<file path="config.mk">
export PLATFORM = sky130hd
export DESIGN_NAME = maze_wall_evidence_update_flat
export DESIGN_NICKNAME = d
export VERILOG_FILES = /design/src/rtl/core/mweu_pkg.sv /design/src/rtl/core/mweu_if.sv /design/src/rtl/core/mweu_dp.sv /design/src/rtl/core/mweu_ctrl.sv /design/src/rtl/core/maze_wall_evidence_update.sv /design/src/flat_wrapper.sv
export SDC_FILE = /design/constraint.sdc
export NUM_CORES = 2
export LEC_CHECK = 0
export BUFFER_PORTS_ARGS = -buffer_cell sky130_fd_sc_hd__buf_2
export CORE_ASPECT_RATIO = 0.5
export CORE_UTILIZATION = 30
export DETAILED_ROUTE_END_ITERATION = 16
export SETUP_SLACK_MARGIN = 0.02
export SKIP_LAST_GASP = 1
export SYNTH_ARGS = -nofsm -noshare
export SYNTH_HDL_FRONTEND = slang
export SYNTH_SLANG_ARGS = --single-unit
</file>
<file path="constraint.sdc">
create_clock -name clk_i -period 34.8 [get_ports clk_i]
set_input_delay 0 -clock clk_i [delete_from_list [all_inputs] [get_ports clk_i]]
set_output_delay 0 -clock clk_i [all_outputs]
set_load 0.01 [all_outputs]
</file>
<file path="src/rtl/core/mweu_pkg.sv">
// Shared types, widths and codes for the maze wall evidence update block.
package mweu_pkg;

  // Default grid geometry and counter width.
  localparam int GRID_SIZE_DEF  = 16;
  localparam int COUNT_BITS_DEF = 8;

  // Fixed field widths of the words on the ports.
  localparam int CELL_W  = 4;
  localparam int DIR_W   = 2;
  localparam int RANGE_W = 12;
  localparam int BLK_W   = 10;
  localparam int OCNT_W  = 8;

  // Ray position: the cell field plus room for one step back and three forward.
  localparam int POS_W = CELL_W + 2;

  localparam logic [BLK_W-1:0] BLK_RESET = BLK_W'(180);

  localparam logic CMD_UPDATE = 1'b0;
  localparam logic CMD_READ   = 1'b1;

  localparam logic [DIR_W-1:0] DIR_EAST  = 2'd0;
  localparam logic [DIR_W-1:0] DIR_SOUTH = 2'd1;
  localparam logic [DIR_W-1:0] DIR_WEST  = 2'd2;
  localparam logic [DIR_W-1:0] DIR_NORTH = 2'd3;

  // Most cells a ray decrements before it stops.
  localparam logic [1:0] MAX_RAY_STEPS = 2'd3;

  typedef enum logic [1:0] {
    ACT_NONE = 2'd0,
    ACT_READ = 2'd1,
    ACT_DEC  = 2'd2,
    ACT_INC  = 2'd3
  } act_e;

  // Commands from the controller to the datapath.
  typedef struct packed {
    logic clear;   // write zero at the sweep address
    logic load;    // capture an input word
    logic fetch;   // read the counter of the current cell
    logic commit;  // write back unless reading, load the output register, advance the ray on a decrement
  } dp_cmd_t;

  // Status from the datapath to the controller.
  typedef struct packed {
    logic clear_done;
    act_e act;
    logic last;
    logic out_free;
  } dp_stat_t;

endpackage

</file>
<file path="src/rtl/core/mweu_if.sv">
// Valid/ready channel interfaces for the input and result words.
interface mweu_in_if;
  logic                          valid;
  logic                          ready;
  logic                          cmd;
  logic [mweu_pkg::CELL_W-1:0]   cell_x;
  logic [mweu_pkg::CELL_W-1:0]   cell_y;
  logic [mweu_pkg::DIR_W-1:0]    look_dir;
  logic [mweu_pkg::RANGE_W-1:0]  range_reading;

  modport source (output valid, cmd, cell_x, cell_y, look_dir, range_reading,
                  input ready);
  modport sink (input valid, cmd, cell_x, cell_y, look_dir, range_reading,
                output ready);
endinterface

interface mweu_out_if;
  logic                               valid;
  logic                               ready;
  logic [mweu_pkg::CELL_W-1:0]        out_x;
  logic [mweu_pkg::CELL_W-1:0]        out_y;
  logic                               wall_kind;
  logic signed [mweu_pkg::OCNT_W-1:0] new_count;
  logic                               touched;
  logic                               last;

  modport source (output valid, out_x, out_y, wall_kind, new_count, touched, last,
                  input ready);
  modport sink (input valid, out_x, out_y, wall_kind, new_count, touched, last,
                output ready);
endinterface

</file>
<file path="src/rtl/core/mweu_dp.sv">
// Datapath: configuration register, counter memory, ray registers and output register.
module mweu_dp #(
  parameter int GRID_SIZE  = mweu_pkg::GRID_SIZE_DEF,
  parameter int COUNT_BITS = mweu_pkg::COUNT_BITS_DEF
) (
  input  logic                          clk_i,
  input  logic                          rst_ni,
  input  logic                          cfg_we_i,
  input  logic [mweu_pkg::BLK_W-1:0]    cfg_wdata_i,
  input  mweu_pkg::dp_cmd_t             cmd_i,
  output mweu_pkg::dp_stat_t            stat_o,
  input  logic                          in_cmd_i,
  input  logic [mweu_pkg::CELL_W-1:0]   in_cell_x_i,
  input  logic [mweu_pkg::CELL_W-1:0]   in_cell_y_i,
  input  logic [mweu_pkg::DIR_W-1:0]    in_look_dir_i,
  input  logic [mweu_pkg::RANGE_W-1:0]  in_range_i,
  input  logic                          out_ready_i,
  output logic                          out_valid_o,
  output logic [mweu_pkg::CELL_W-1:0]   out_x_o,
  output logic [mweu_pkg::CELL_W-1:0]   out_y_o,
  output logic                          out_wall_o,
  output logic signed [mweu_pkg::OCNT_W-1:0] out_count_o,
  output logic                          out_touched_o,
  output logic                          out_last_o
);
  import mweu_pkg::*;

  localparam int DEPTH = 2 * GRID_SIZE * GRID_SIZE;
  localparam int AW    = $clog2(DEPTH);
  localparam logic [AW-1:0] LAST_ADDR = AW'(DEPTH - 1);
  localparam logic [POS_W:0] GRID_LIM = (POS_W + 1)'(GRID_SIZE);
  localparam logic signed [COUNT_BITS-1:0] CNT_MAX = {1'b0, {(COUNT_BITS - 1){1'b1}}};
  localparam logic signed [COUNT_BITS-1:0] CNT_MIN = {1'b1, {(COUNT_BITS - 1){1'b0}}};

  function automatic logic inside_f(logic signed [POS_W-1:0] px,
                                    logic signed [POS_W-1:0] py);
    logic ok_x;
    logic ok_y;
    ok_x = !px[POS_W-1] && ({2'b00, px[POS_W-2:0]} < GRID_LIM);
    ok_y = !py[POS_W-1] && ({2'b00, py[POS_W-2:0]} < GRID_LIM);
    return ok_x && ok_y;
  endfunction

  function automatic logic [AW-1:0] addr_f(logic signed [POS_W-1:0] px,
                                           logic signed [POS_W-1:0] py,
                                           logic wall);
    int ix;
    int iy;
    ix = int'(px[POS_W-2:0]);
    iy = int'(py[POS_W-2:0]);
    return AW'((ix * GRID_SIZE + iy) * 2 + int'(wall));
  endfunction

  // Configuration.
  logic [BLK_W-1:0] block_size_q;

  always_ff @(posedge clk_i or negedge rst_ni) begin
    if (!rst_ni) begin
      block_size_q <= BLK_RESET;
    end else if (cfg_we_i) begin
      block_size_q <= cfg_wdata_i;
    end
  end

  // Ray state.
  logic                       read_q;
  logic signed [POS_W-1:0]    x_q, y_q;
  logic [DIR_W-1:0]           dir_q;
  logic                       wall_q;
  logic [RANGE_W-1:0]         dist_q;
  logic [BLK_W-1:0]           blk_q;
  logic                       too_far_q;
  logic [1:0]                 n_q;

  // Input word decode and range clamp.
  logic [BLK_W-1:0]         blk_eff;
  logic [RANGE_W:0]         three_blk;
  logic                     too_far_c;
  logic signed [POS_W-1:0]  x_start, y_start;

  always_comb begin
    blk_eff   = (block_size_q == '0) ? BLK_W'(1) : block_size_q;
    three_blk = (RANGE_W + 1)'({blk_eff, 1'b0}) + (RANGE_W + 1)'(blk_eff);
    too_far_c = (RANGE_W + 1)'(in_range_i) > (three_blk + (RANGE_W + 1)'(1));
    x_start   = POS_W'(in_cell_x_i);
    y_start   = POS_W'(in_cell_y_i);
    if (in_cmd_i == CMD_UPDATE && in_look_dir_i == DIR_WEST) begin
      x_start = x_start - POS_W'(1);
    end
    if (in_cmd_i == CMD_UPDATE && in_look_dir_i == DIR_NORTH) begin
      y_start = y_start - POS_W'(1);
    end
  end

  // Next cell along the ray.
  logic signed [POS_W-1:0] nx, ny;
  logic [RANGE_W-1:0]      nd;

  always_comb begin
    nx = x_q;
    ny = y_q;
    unique case (dir_q)
      DIR_EAST:  nx = x_q + POS_W'(1);
      DIR_SOUTH: ny = y_q + POS_W'(1);
      DIR_WEST:  nx = x_q - POS_W'(1);
      DIR_NORTH: ny = y_q - POS_W'(1);
      default:   nx = x_q;
    endcase
    nd = dist_q - RANGE_W'(blk_q);
  end

  // Action for the current cell and whether it ends the word's results.
  logic in_c, in_n, cont_c, cont_n, fin_n;
  act_e act;
  logic last_c;

  always_comb begin
    in_c   = inside_f(x_q, y_q);
    in_n   = inside_f(nx, ny);
    cont_c = (dist_q > RANGE_W'(blk_q)) && in_c && (n_q != MAX_RAY_STEPS);
    cont_n = (nd > RANGE_W'(blk_q)) && in_n && ((n_q + 2'd1) != MAX_RAY_STEPS);
    fin_n  = !too_far_q && in_n;
    if (read_q) begin
      act = ACT_READ;
    end else if (cont_c) begin
      act = ACT_DEC;
    end else if (!too_far_q && in_c) begin
      act = ACT_INC;
    end else begin
      act = ACT_NONE;
    end
    last_c = (act == ACT_DEC) ? (!cont_n && !fin_n) : 1'b1;
  end

  always_ff @(posedge clk_i) begin
    if (cmd_i.load) begin
      read_q    <= in_cmd_i;
      x_q       <= x_start;
      y_q       <= y_start;
      dir_q     <= in_look_dir_i;
      wall_q    <= in_look_dir_i[0];
      dist_q    <= too_far_c ? three_blk[RANGE_W-1:0] : in_range_i;
      too_far_q <= (in_cmd_i == CMD_UPDATE) && too_far_c;
      blk_q     <= blk_eff;
      n_q       <= 2'd0;
    end else if (cmd_i.commit && act == ACT_DEC) begin
      x_q    <= nx;
      y_q    <= ny;
      dist_q <= nd;
      n_q    <= n_q + 2'd1;
    end
  end

  // Counter memory with its clearing sweep after reset.
  logic [AW-1:0]                  clr_q;
  logic signed [COUNT_BITS-1:0]   mem [DEPTH];
  logic signed [COUNT_BITS-1:0]   rd_q;
  logic signed [COUNT_BITS-1:0]   new_val;
  logic [AW-1:0]                  cur_addr;
  logic                           mem_we;
  logic [AW-1:0]                  wr_addr;
  logic signed [COUNT_BITS-1:0]   wr_data;

  always_ff @(posedge clk_i or negedge rst_ni) begin
    if (!rst_ni) begin
      clr_q <= '0;
    end else if (cmd_i.clear && clr_q != LAST_ADDR) begin
      clr_q <= clr_q + AW'(1);
    end
  end

  always_comb begin
    cur_addr = addr_f(x_q, y_q, wall_q);
    unique case (act)
      ACT_DEC:  new_val = (rd_q == CNT_MIN) ? rd_q : rd_q - COUNT_BITS'(1);
      ACT_INC:  new_val = (rd_q == CNT_MAX) ? rd_q : rd_q + COUNT_BITS'(1);
      ACT_READ: new_val = in_c ? rd_q : '0;
      default:  new_val = rd_q;
    endcase
    mem_we  = cmd_i.clear || (cmd_i.commit && act != ACT_READ);
    wr_addr = cmd_i.clear ? clr_q : cur_addr;
    wr_data = cmd_i.clear ? '0 : new_val;
  end

  always_ff @(posedge clk_i) begin
    if (mem_we) begin
      mem[wr_addr] <= wr_data;
    end
    if (cmd_i.fetch) begin
      rd_q <= mem[cur_addr];
    end
  end

  // Output register.
  logic out_valid_q;
  int   wide_val;

  assign wide_val = int'(new_val);

  always_ff @(posedge clk_i or negedge rst_ni) begin
    if (!rst_ni) begin
      out_valid_q <= 1'b0;
    end else if (cmd_i.commit) begin
      out_valid_q <= 1'b1;
    end else if (out_ready_i) begin
      out_valid_q <= 1'b0;
    end
  end

  always_ff @(posedge clk_i) begin
    if (cmd_i.commit) begin
      out_x_o       <= x_q[CELL_W-1:0];
      out_y_o       <= y_q[CELL_W-1:0];
      out_wall_o    <= wall_q;
      out_count_o   <= wide_val[OCNT_W-1:0];
      out_touched_o <= (act != ACT_READ);
      out_last_o    <= last_c;
    end
  end

  assign out_valid_o       = out_valid_q;
  assign stat_o.clear_done = (clr_q == LAST_ADDR);
  assign stat_o.act        = act;
  assign stat_o.last       = last_c;
  assign stat_o.out_free   = !out_valid_q || out_ready_i;

endmodule

</file>
<file path="src/rtl/core/mweu_ctrl.sv">
// Controller: clearing sweep, word intake and the read/write-back sequence per result.
module mweu_ctrl (
  input  logic                 clk_i,
  input  logic                 rst_ni,
  input  logic                 in_valid_i,
  output logic                 in_ready_o,
  input  mweu_pkg::dp_stat_t   stat_i,
  output mweu_pkg::dp_cmd_t    cmd_o
);
  import mweu_pkg::*;

  typedef enum logic [3:0] {
    S_CLEAR = 4'b0001,
    S_IDLE  = 4'b0010,
    S_EVAL  = 4'b0100,
    S_WRITE = 4'b1000
  } state_e;

  state_e state_q, state_d;

  always_comb begin
    state_d      = state_q;
    in_ready_o   = 1'b0;
    cmd_o        = '0;
    unique case (state_q)
      S_CLEAR: begin
        cmd_o.clear = 1'b1;
        if (stat_i.clear_done) begin
          state_d = S_IDLE;
        end
      end
      S_IDLE: begin
        in_ready_o = 1'b1;
        if (in_valid_i) begin
          cmd_o.load = 1'b1;
          state_d    = S_EVAL;
        end
      end
      S_EVAL: begin
        if (stat_i.act == ACT_NONE) begin
          state_d = S_IDLE;
        end else begin
          cmd_o.fetch = 1'b1;
          state_d     = S_WRITE;
        end
      end
      S_WRITE: begin
        if (stat_i.out_free) begin
          cmd_o.commit = 1'b1;
          state_d      = stat_i.last ? S_IDLE : S_EVAL;
        end
      end
      default: state_d = S_IDLE;
    endcase
  end

  always_ff @(posedge clk_i or negedge rst_ni) begin
    if (!rst_ni) begin
      state_q <= S_CLEAR;
    end else begin
      state_q <= state_d;
    end
  end

endmodule

</file>
<file path="src/rtl/core/maze_wall_evidence_update.sv">
// Each result of a word is fetched in S_EVAL and committed in S_WRITE, which stalls
// while the sink holds the previous result. A word may give no results; a read gives one.
// Throughput is one word at a time: the input stays closed until the previous word is done.
// After reset a sweep zeroes all 2*GRID_SIZE*GRID_SIZE counters while in_i.ready
// stays low; configuration writes are taken during the sweep.
// The block size register resets to 180.
module maze_wall_evidence_update #(
  parameter int GRID_SIZE  = mweu_pkg::GRID_SIZE_DEF,
  parameter int COUNT_BITS = mweu_pkg::COUNT_BITS_DEF
) (
  input  logic                        clk_i,
  input  logic                        rst_ni,
  input  logic                        cfg_we_i,
  input  logic [mweu_pkg::BLK_W-1:0]  cfg_wdata_i,
  mweu_in_if.sink                     in_i,
  mweu_out_if.source                  out_o
);
  import mweu_pkg::*;

  // The controller and datapath talk only through these two bundles.
  dp_cmd_t  dp_cmd;
  dp_stat_t dp_stat;

  // The controller owns the input handshake; it accepts one word at a time,
  // even while the previous result still sits in the output register.
  mweu_ctrl u_ctrl (
    .clk_i      (clk_i),
    .rst_ni     (rst_ni),
    .in_valid_i (in_i.valid),
    .in_ready_o (in_i.ready),
    .stat_i     (dp_stat),
    .cmd_o      (dp_cmd)
  );

  // The datapath holds the counters, walks the ray one cell per result and
  // drives the registered result word.
  mweu_dp #(
    .GRID_SIZE  (GRID_SIZE),
    .COUNT_BITS (COUNT_BITS)
  ) u_dp (
    .clk_i         (clk_i),
    .rst_ni        (rst_ni),
    .cfg_we_i      (cfg_we_i),
    .cfg_wdata_i   (cfg_wdata_i),
    .cmd_i         (dp_cmd),
    .stat_o        (dp_stat),
    .in_cmd_i      (in_i.cmd),
    .in_cell_x_i   (in_i.cell_x),
    .in_cell_y_i   (in_i.cell_y),
    .in_look_dir_i (in_i.look_dir),
    .in_range_i    (in_i.range_reading),
    .out_ready_i   (out_o.ready),
    .out_valid_o   (out_o.valid),
    .out_x_o       (out_o.out_x),
    .out_y_o       (out_o.out_y),
    .out_wall_o    (out_o.wall_kind),
    .out_count_o   (out_o.new_count),
    .out_touched_o (out_o.touched),
    .out_last_o    (out_o.last)
  );

`ifndef SYNTH
  // Only one word is in flight: right after acceptance the input is closed.
  a_one_word: assert property (@(posedge clk_i) disable iff (!rst_ni)
    in_i.valid && in_i.ready |=> !in_i.ready)
    else $error("input accepted twice in a row");

  // A result is never written over one that the sink has not taken.
  a_no_overwrite: assert property (@(posedge clk_i) disable iff (!rst_ni)
    dp_cmd.commit |-> (!out_o.valid || out_o.ready))
    else $error("result register overwritten");

  // No word is taken while the counter memory is being cleared.
  a_clear_closed: assert property (@(posedge clk_i) disable iff (!rst_ni)
    dp_cmd.clear |-> !in_i.ready)
    else $error("input open during clearing sweep");

  // A read-back is always the last and only result of its word.
  a_read_last: assert property (@(posedge clk_i) disable iff (!rst_ni)
    dp_cmd.commit && dp_stat.act == ACT_READ |=> out_o.valid && out_o.last && !out_o.touched)
    else $error("read result not flagged last");
`endif

endmodule
</file>
<file path="src/flat_wrapper.sv">
// flat-port wrapper written by rule: the top's interface ports become plain ports
module maze_wall_evidence_update_flat import mweu_pkg::*;
#(
  parameter int GRID_SIZE  = mweu_pkg::GRID_SIZE_DEF,
  parameter int COUNT_BITS = mweu_pkg::COUNT_BITS_DEF
)
  (clk_i, rst_ni, cfg_we_i, cfg_wdata_i, in_i_valid, in_i_cmd, in_i_cell_x, in_i_cell_y, in_i_look_dir, in_i_range_reading, in_i_ready, out_o_valid, out_o_out_x, out_o_out_y, out_o_wall_kind, out_o_new_count, out_o_touched, out_o_last, out_o_ready);
  mweu_in_if in_i_i ();
  mweu_out_if out_o_i ();
  input  logic clk_i;
  input  logic rst_ni;
  input  logic cfg_we_i;
  input  logic [mweu_pkg::BLK_W-1:0] cfg_wdata_i;
  input wire logic [$bits(in_i_i.valid)-1:0] in_i_valid;
  input wire logic [$bits(in_i_i.cmd)-1:0] in_i_cmd;
  input wire logic [$bits(in_i_i.cell_x)-1:0] in_i_cell_x;
  input wire logic [$bits(in_i_i.cell_y)-1:0] in_i_cell_y;
  input wire logic [$bits(in_i_i.look_dir)-1:0] in_i_look_dir;
  input wire logic [$bits(in_i_i.range_reading)-1:0] in_i_range_reading;
  output wire logic [$bits(in_i_i.ready)-1:0] in_i_ready;
  output wire logic [$bits(out_o_i.valid)-1:0] out_o_valid;
  output wire logic [$bits(out_o_i.out_x)-1:0] out_o_out_x;
  output wire logic [$bits(out_o_i.out_y)-1:0] out_o_out_y;
  output wire logic [$bits(out_o_i.wall_kind)-1:0] out_o_wall_kind;
  output wire logic [$bits(out_o_i.new_count)-1:0] out_o_new_count;
  output wire logic [$bits(out_o_i.touched)-1:0] out_o_touched;
  output wire logic [$bits(out_o_i.last)-1:0] out_o_last;
  input wire logic [$bits(out_o_i.ready)-1:0] out_o_ready;
  assign in_i_i.valid = in_i_valid;
  assign in_i_i.cmd = in_i_cmd;
  assign in_i_i.cell_x = in_i_cell_x;
  assign in_i_i.cell_y = in_i_cell_y;
  assign in_i_i.look_dir = in_i_look_dir;
  assign in_i_i.range_reading = in_i_range_reading;
  assign in_i_ready = in_i_i.ready;
  assign out_o_valid = out_o_i.valid;
  assign out_o_out_x = out_o_i.out_x;
  assign out_o_out_y = out_o_i.out_y;
  assign out_o_wall_kind = out_o_i.wall_kind;
  assign out_o_new_count = out_o_i.new_count;
  assign out_o_touched = out_o_i.touched;
  assign out_o_last = out_o_i.last;
  assign out_o_i.ready = out_o_ready;
  maze_wall_evidence_update #(.GRID_SIZE(GRID_SIZE), .COUNT_BITS(COUNT_BITS)) u_core (.clk_i(clk_i), .rst_ni(rst_ni), .cfg_we_i(cfg_we_i), .cfg_wdata_i(cfg_wdata_i), .in_i(in_i_i), .out_o(out_o_i));
endmodule
</file>
* Yosys cells after proc, flatten, opt, wreduce, memory -nomap -nowiden
Memories as Yosys holds them, arrays and structs flattened. A register that Yosys moved wholly into a read port is not among the register bits. Index checks and enable logic that the tools add are counted.
Operators by class: reduce and logical (&&, ||, !) cells 35, bitwise operators 1, $add $sub $neg 15, $lt $le $gt $ge 7, equal/unequal tests 22, mux-type cells 40
Operators by type and width (count):
- $mux W12 | 3
- $mux W6 | 6
- $mux W8 | 4
- $gt A12 B10 Y1 | 2
- $pmux W6 S2 | 2
- $pmux W8 S3 | 1
- $lt A5 B5 Y1 const B | 4
- $logic_and A1 B1 Y1 | 19
- $eq A8 B8 Y1 const B | 2
- $mux W4 | 4
- $pmux W4 S4 | 1
- $add A12 B1 Y13 const B | 1
- $gt A12 B13 Y1 | 1
- $mux W1 | 13
- $add A11 B10 Y12 | 1
- $add A6 B2 Y6 const B | 2
- $eq A2 B2 Y1 const B | 6
- $sub A12 B10 Y12 | 1
- $sub A6 B2 Y6 const B | 2
- $logic_not A10 Y1 | 1
- $mux W10 | 1
- $sub A4 B1 Y5 const B | 2
- $add A9 B1 Y9 | 1
- $add A9 B1 Y9 const B | 1
- other kinds (22) | 39
Storage, ports and cells: memory bits (writable) 4096, memories 1, output and inout port bits 21, bits in registers 84
Memory list:
- u_core.u_dp.mem | depth 512, width 8, rd ports 1, clocked after memory_dff 1, wr ports 1, line mweu_dp.sv:156 | logic signed [COUNT_BITS-1:0] mem [DEPTH];

* Longest topological paths before layout
depth after elaboration 13, mapped depth 25, gate-level depth less buffers 22

* Modules after synthesis
A second synthesis with hierarchy kept.
Second synthesis, totals: cell total of the unflattened synthesis 8166, area total of the unflattened synthesis 165611.3 µm²
By module, submodules not included:
- mweu_dp | seq. area each 125495.4 µm², cells an instance 8131, area each 165316.1 µm², instances 1
- mweu_ctrl | seq. area each 101.3 µm², cells an instance 35, area each 295.3 µm², instances 1

* Worst setup path after synthesis
No wires, ideal clock.
path kind register to register, from reg u_core.u_dp.x_q[4], to mem u_core.u_dp.mem[0][0] (netlist bit) (data pin), period minus slack after synthesis 28.485 ns, data arrival time 23.843 ns, slack 6.315 ns, cell stages (with the launch flop) 5, cells stage by stage edfxtp_1 or3_1 or3_1 buf_1 a311oi_1
On the way: longest elaborated chain between the ends 10, elaborated cells on any way between the ends 15
Ends and longest elaborated chain:
- start: declaration | line mweu_dp.sv:67 | logic signed [POS_W-1:0] x_q, y_q;
- start signal: assignment | line mweu_dp.sv:138 | x_q <= x_start;
- start signal: assignment | line mweu_dp.sv:147 | x_q <= nx;
- $lt A5 B5 Y1 * | line mweu_dp.sv:39 | ok_x = !px[POS_W-1] && ({2'b00, px[POS_W-2:0]} < GRID_LIM);
- $logic_and A1 B1 Y1 * | line mweu_dp.sv:39
- $logic_and A1 B1 Y1 * | line mweu_dp.sv:41 | return ok_x && ok_y;
- $logic_and A1 B1 Y1 (on tied branches) | line mweu_dp.sv:127, mweu_dp.sv:120
- $mux W2 or $logic_and A1 B1 Y1 (tied branches) | line mweu_dp.sv:127, mweu_dp.sv:120
- $mux W2 | line mweu_dp.sv:125 | end else if (cont_c) begin
- $mux W2 | line mweu_dp.sv:123 | if (read_q) begin
- $eq A2 B1 Y1 or $eq A2 B2 Y1 (tied branches) | line mweu_dp.sv:174 | unique case (act)
- $pmux W8 S3 * | line mweu_dp.sv:174
- $mux W8 * | line mweu_dp.sv:182 | wr_data = cmd_i.clear ? '0 : new_val;
- named net u_core.u_dp.wr_data[0] | line mweu_dp.sv:162 | logic signed [COUNT_BITS-1:0] wr_data;
- end: declaration | line mweu_dp.sv:156
Mark *: on every way through the listed nets, which the timed path passes. The rest lies on a longest branch.

==> impl_metrics.py <==
metrics = {
    "yosys": {
        "syn-cell-area_sq_um": 165000,
        "yosysWarnings": 0,
        "synth_edf_count": 4161,
        "synth_cell_types": 87,
        "yosysSeqAreaShare": 0.761,
        "ys_top_cells_by_area": "edfxtp_1, mux4_2, nor2_1, mux2i_1, mux2_2",
        "synth-async-reset-ratio": 0.00573,
        "ys_ff_latch": 4187,
        "synthFlopType": "edfxtp_1",
        "synth_area_per_cell_sq_um": 20.5,
        "yosysTopAreaCellShare": 0.757,
        "yosysTopAreaCell": "edfxtp_1",
        "synth_most_common_cell": "edfxtp_1",
        "syn_inst": 8041,
        "synth_common_cells": "edfxtp_1, mux4_2, nor2_1",
        "syn_nets": 8148,
    },
    "timing": {
        "rsz0062_at_grt": "false",
        "maxSlewViolCount": 7,
        "setup_viol_count_final": 0,
        "holdWs_ns": 0.104,
        "setup_ws_ns": 27.23,
        "fin_crit_ns": 7.57,
        "finClkSkew_ns": 0.0767,
        "tns_ns": 0,
        "max_slew_margin": -0.0456,
        "finalCritPeriodShare": 0.218,
        "hold_viol": 0,
        "fmax_ghz": 0.132,
        "tightest_slew_ns": 1.56,
    },
    "placed_design": {
        "dp.cells": 15100,
        "post-place-ws_ns": 27.10,
        "hpwl_mm": 259,
        "io_buffers": 58,
        "gp_congestion": 0.817,
    },
    "worst_setup_path": {
        "cp_common_cell": "buf_4",
        "cp-end-kind": "flop",
        "crit_required_ns": 35.46,
        "slowest_delay_ns": 1.10,
        "crit_type": "flop to flop",
        "cp_max_fo": 37,
        "cp.arrival_ns": 8.23,
        "start_kind": "flop",
        "crit_path_start": "u_core.u_dp.dir_q[0]",
        "crit_chain": "buf_4 -> buf_4 -> buf_4 -> buf_4 -> buf_4 -> buf_4 -> mux4_2 -> mux2i_1 -> nand2_1 -> o2111ai_1 -> o22ai_1 -> nor4_1 -> buf_4 -> nor4_1",
        "slowest_stage": "nor4_1",
        "regToRegStartpoint": "u_core.u_dp.dir_q[0]",
    },
    "routing": {
        "drtIter0Drc": 10100,
        "drcViolationCount": 0,
        "routedWlPerCell_microns": 27.4,
        "viasPerCell": 5.19,
        "wirelength_mm": 435,
        "drt_pass1_iterations": 7,
        "vias": 82600,
        "ant_nets": 0,
    },
    "global_route": {
        "grt_pass1_vias": 82600,
        "globalRouteOverflowTotal": 0,
        "grt_usage": 0.152,
        "grt_pass1_wl_mm": 618,
        "grt_max_degree": 232,
        "antenna_found_initial": 18,
    },
    "power_and_ir_drop": {
        "p_per_area_nw_per_um2": 72.2,
        "peakVddDrop_mv": 0.0664,
        "finalPower_mw": 13.6,
        "p_leak_nw": 57.7,
    },
    "cts": {
        "cts_max_path_buffers": 4,
        "cts-buffers-inserted": 404,
        "clock_sinks": 4187,
        "htreeDepth": 5,
        "cts_tree": "yes",
        "cts_setup_buffers": 0,
        "ctsHoldBuffers": 102,
        "cts_resized": 0,
        "cts.clk_slew.worst_paths_ns": 0.06,
        "insertion_delay_ns": 1.00,
        "clk_root_buffer_cell": "clkbuf_16",
    },
    "cells_and_area": {
        "layout.nets": 8400,
        "drive_gt1_frac": 0.228,
        "area_growth_pct": 14.0,
        "fill_cells": 50600,
        "instances_no_fill": 15900,
    },
    "min_path": {
        "hp-class": "input pin to flop",
        "hp-start": "in_i_cell_x[3]",
    },
    "run_status": {
        "status": "finished with violations",
        "violations": "max-capacitance violations, max-slew violations",
    },
    "flow_run": {
        "maxCapViolCount": 4,
    },
    "die": {
        "die_area_sq_um": 554000,
        "design.portCount": 59,
        "die_w_mm": 1.05,
        "rows": 192,
        "initial_core_util": 0.302,
        "core_sq_um": 547000,
        "die_y_microns": 527,
    },
}
worst max-delay path, delay by kind of cell, from the launching register on:
| family | cells | cell delay (ns) |
|---|---|---|
| flops | 1 | 0.32 |
| buf+inv | 7 | 4.28 |
| mux | 2 | 0.79 |
| compound gates | 2 | 0.38 |
| simple gates | 3 | 1.26 |
cell usage in the layout, fill, tap and decap left out, types with 17 or more instances in the layout:
master | Yosys | final
buf_2 | 117 | 58
nor4_1 | 37 | 34
nor3_1 | 34 | 31
ha_1 | 65 | 64
nand4_1 | 17 | 17
nand2_1 | 179 | 162
dlygate4sd3_1 | 0 | 101
clkinv_1 | 2 | 88
o211ai_1 | 20 | 20
xnor2_1 | 33 | 32
nand3_1 | 30 | 29
mux4_2 | 1020 | 1020
o221ai_1 | 76 | 70
mux2i_1 | 209 | 209
mux2_2 | 75 | 75
o2111ai_1 | 30 | 30
edfxtp_1 | 4161 | 4161
clkinv_2 | 0 | 71
a21oi_1 | 106 | 104
bufinv_16 | 0 | 48
o21ai_0 | 71 | 71
dfrtp_1 | 19 | 19
a211oi_1 | 60 | 57
nand2_4 | 0 | 17
clkbuf_1 | 220 | 88
inv_1 | 38 | 38
buf_4 | 88 | 151
buf_12 | 0 | 18
nor2_1 | 890 | 886
a31oi_1 | 21 | 21
clkbuf_16 | 0 | 410
o22ai_1 | 127 | 127
kinds of logic after synthesis:
family          synth area share
mux                        0.157
flops                      0.761
simple gates              0.0329
buf+inv                   0.0158
fa+ha+maj                0.00541
xor+xnor                 0.00271
compound gates            0.0256
layer usage:
layer  part of all wire  track usage  up-vias  wire, microns
met5            0.00011            0        -             49
met4              0.038       0.0539        8          16500
met3              0.088       0.0310      766          38100
met1               0.42        0.213    44300         181000
li1                   -            -    33800              -
met2               0.46        0.235     3720         199000
layout make-up:
cell class / instances / area, sq um / area share
Clock buffer: 498 / 10600 / 0.0563
Inverter: 44 / 173 / 0.000917
Sequential cell: 4187 / 126000 / 0.667
Tap cell: 7275 / 9100 / 0.0484
Multi-Input combinational cell: 3327 / 37300 / 0.198
Timing Repair Buffer: 329 / 2810 / 0.0149
Clock inverter: 238 / 2620 / 0.0139
Antenna cell: 8 / 20.0 / 0.000106
metrics by stage:
| stage | area, sq um | util |
|---|---|---|
| final | 188000 | 0.344 |
| after global routing | 188000 | 0.344 |
| after CTS | 188000 | 0.344 |
| after detailed placement | 174000 | 0.318 |
| after global placement | 174000 | 0.318 |
| after floorplan | 165000 | - |
registers in the layout (all words and copies together) (netlist names):
name	count
u_core.u_dp.rd_q	8
u_core.u_dp.too_far_q	1
u_core.u_dp.n_q	2
u_core.u_dp.out_wall_o	1
u_core.u_dp.out_last_o	1
u_core.u_dp.x_q	6
u_core.u_dp.mem	4096
u_core.u_dp.block_size_q	10
u_core.u_dp.clr_q	9
u_core.u_dp.y_q	6
u_core.u_ctrl.state_q	4
u_core.u_dp.read_q	1
u_core.u_dp.out_valid_o	1
u_core.u_dp.out_count_o	8
u_core.u_dp.out_touched_o	1
u_core.u_dp.out_x_o	4
u_core.u_dp.blk_q	10
u_core.u_dp.dist_q	12
u_core.u_dp.dir_q	2
u_core.u_dp.out_y_o	4
worst paths after layout:
path	end	slack (ns)	cells after the start
setup / recovery	u_core.u_dp.rd_q[0]	27.23	14
hold / removal	u_core.u_dp.x_q[4]	0.10	4
setup reg to reg	u_core.u_dp.rd_q[0]	27.23	14
hold reg to reg	u_core.u_dp.n_q[1]	0.54	2
max in group asynchronous	u_core.u_dp.block_size_q[5]	33.85	5
min in group asynchronous	u_core.u_dp.block_size_q[8]	0.69	5
power breakdown:
part / switching [mW] / internal, mW / leakage (nW)
registers: 0.0307 / 5.98 / 38.1
logic: 2.18 / 0.952 / 13.1
clock network: 1.92 / 2.52 / 6.45
total: 4.13 / 9.45 / 57.7
Power figures use the tool's default switching activity.
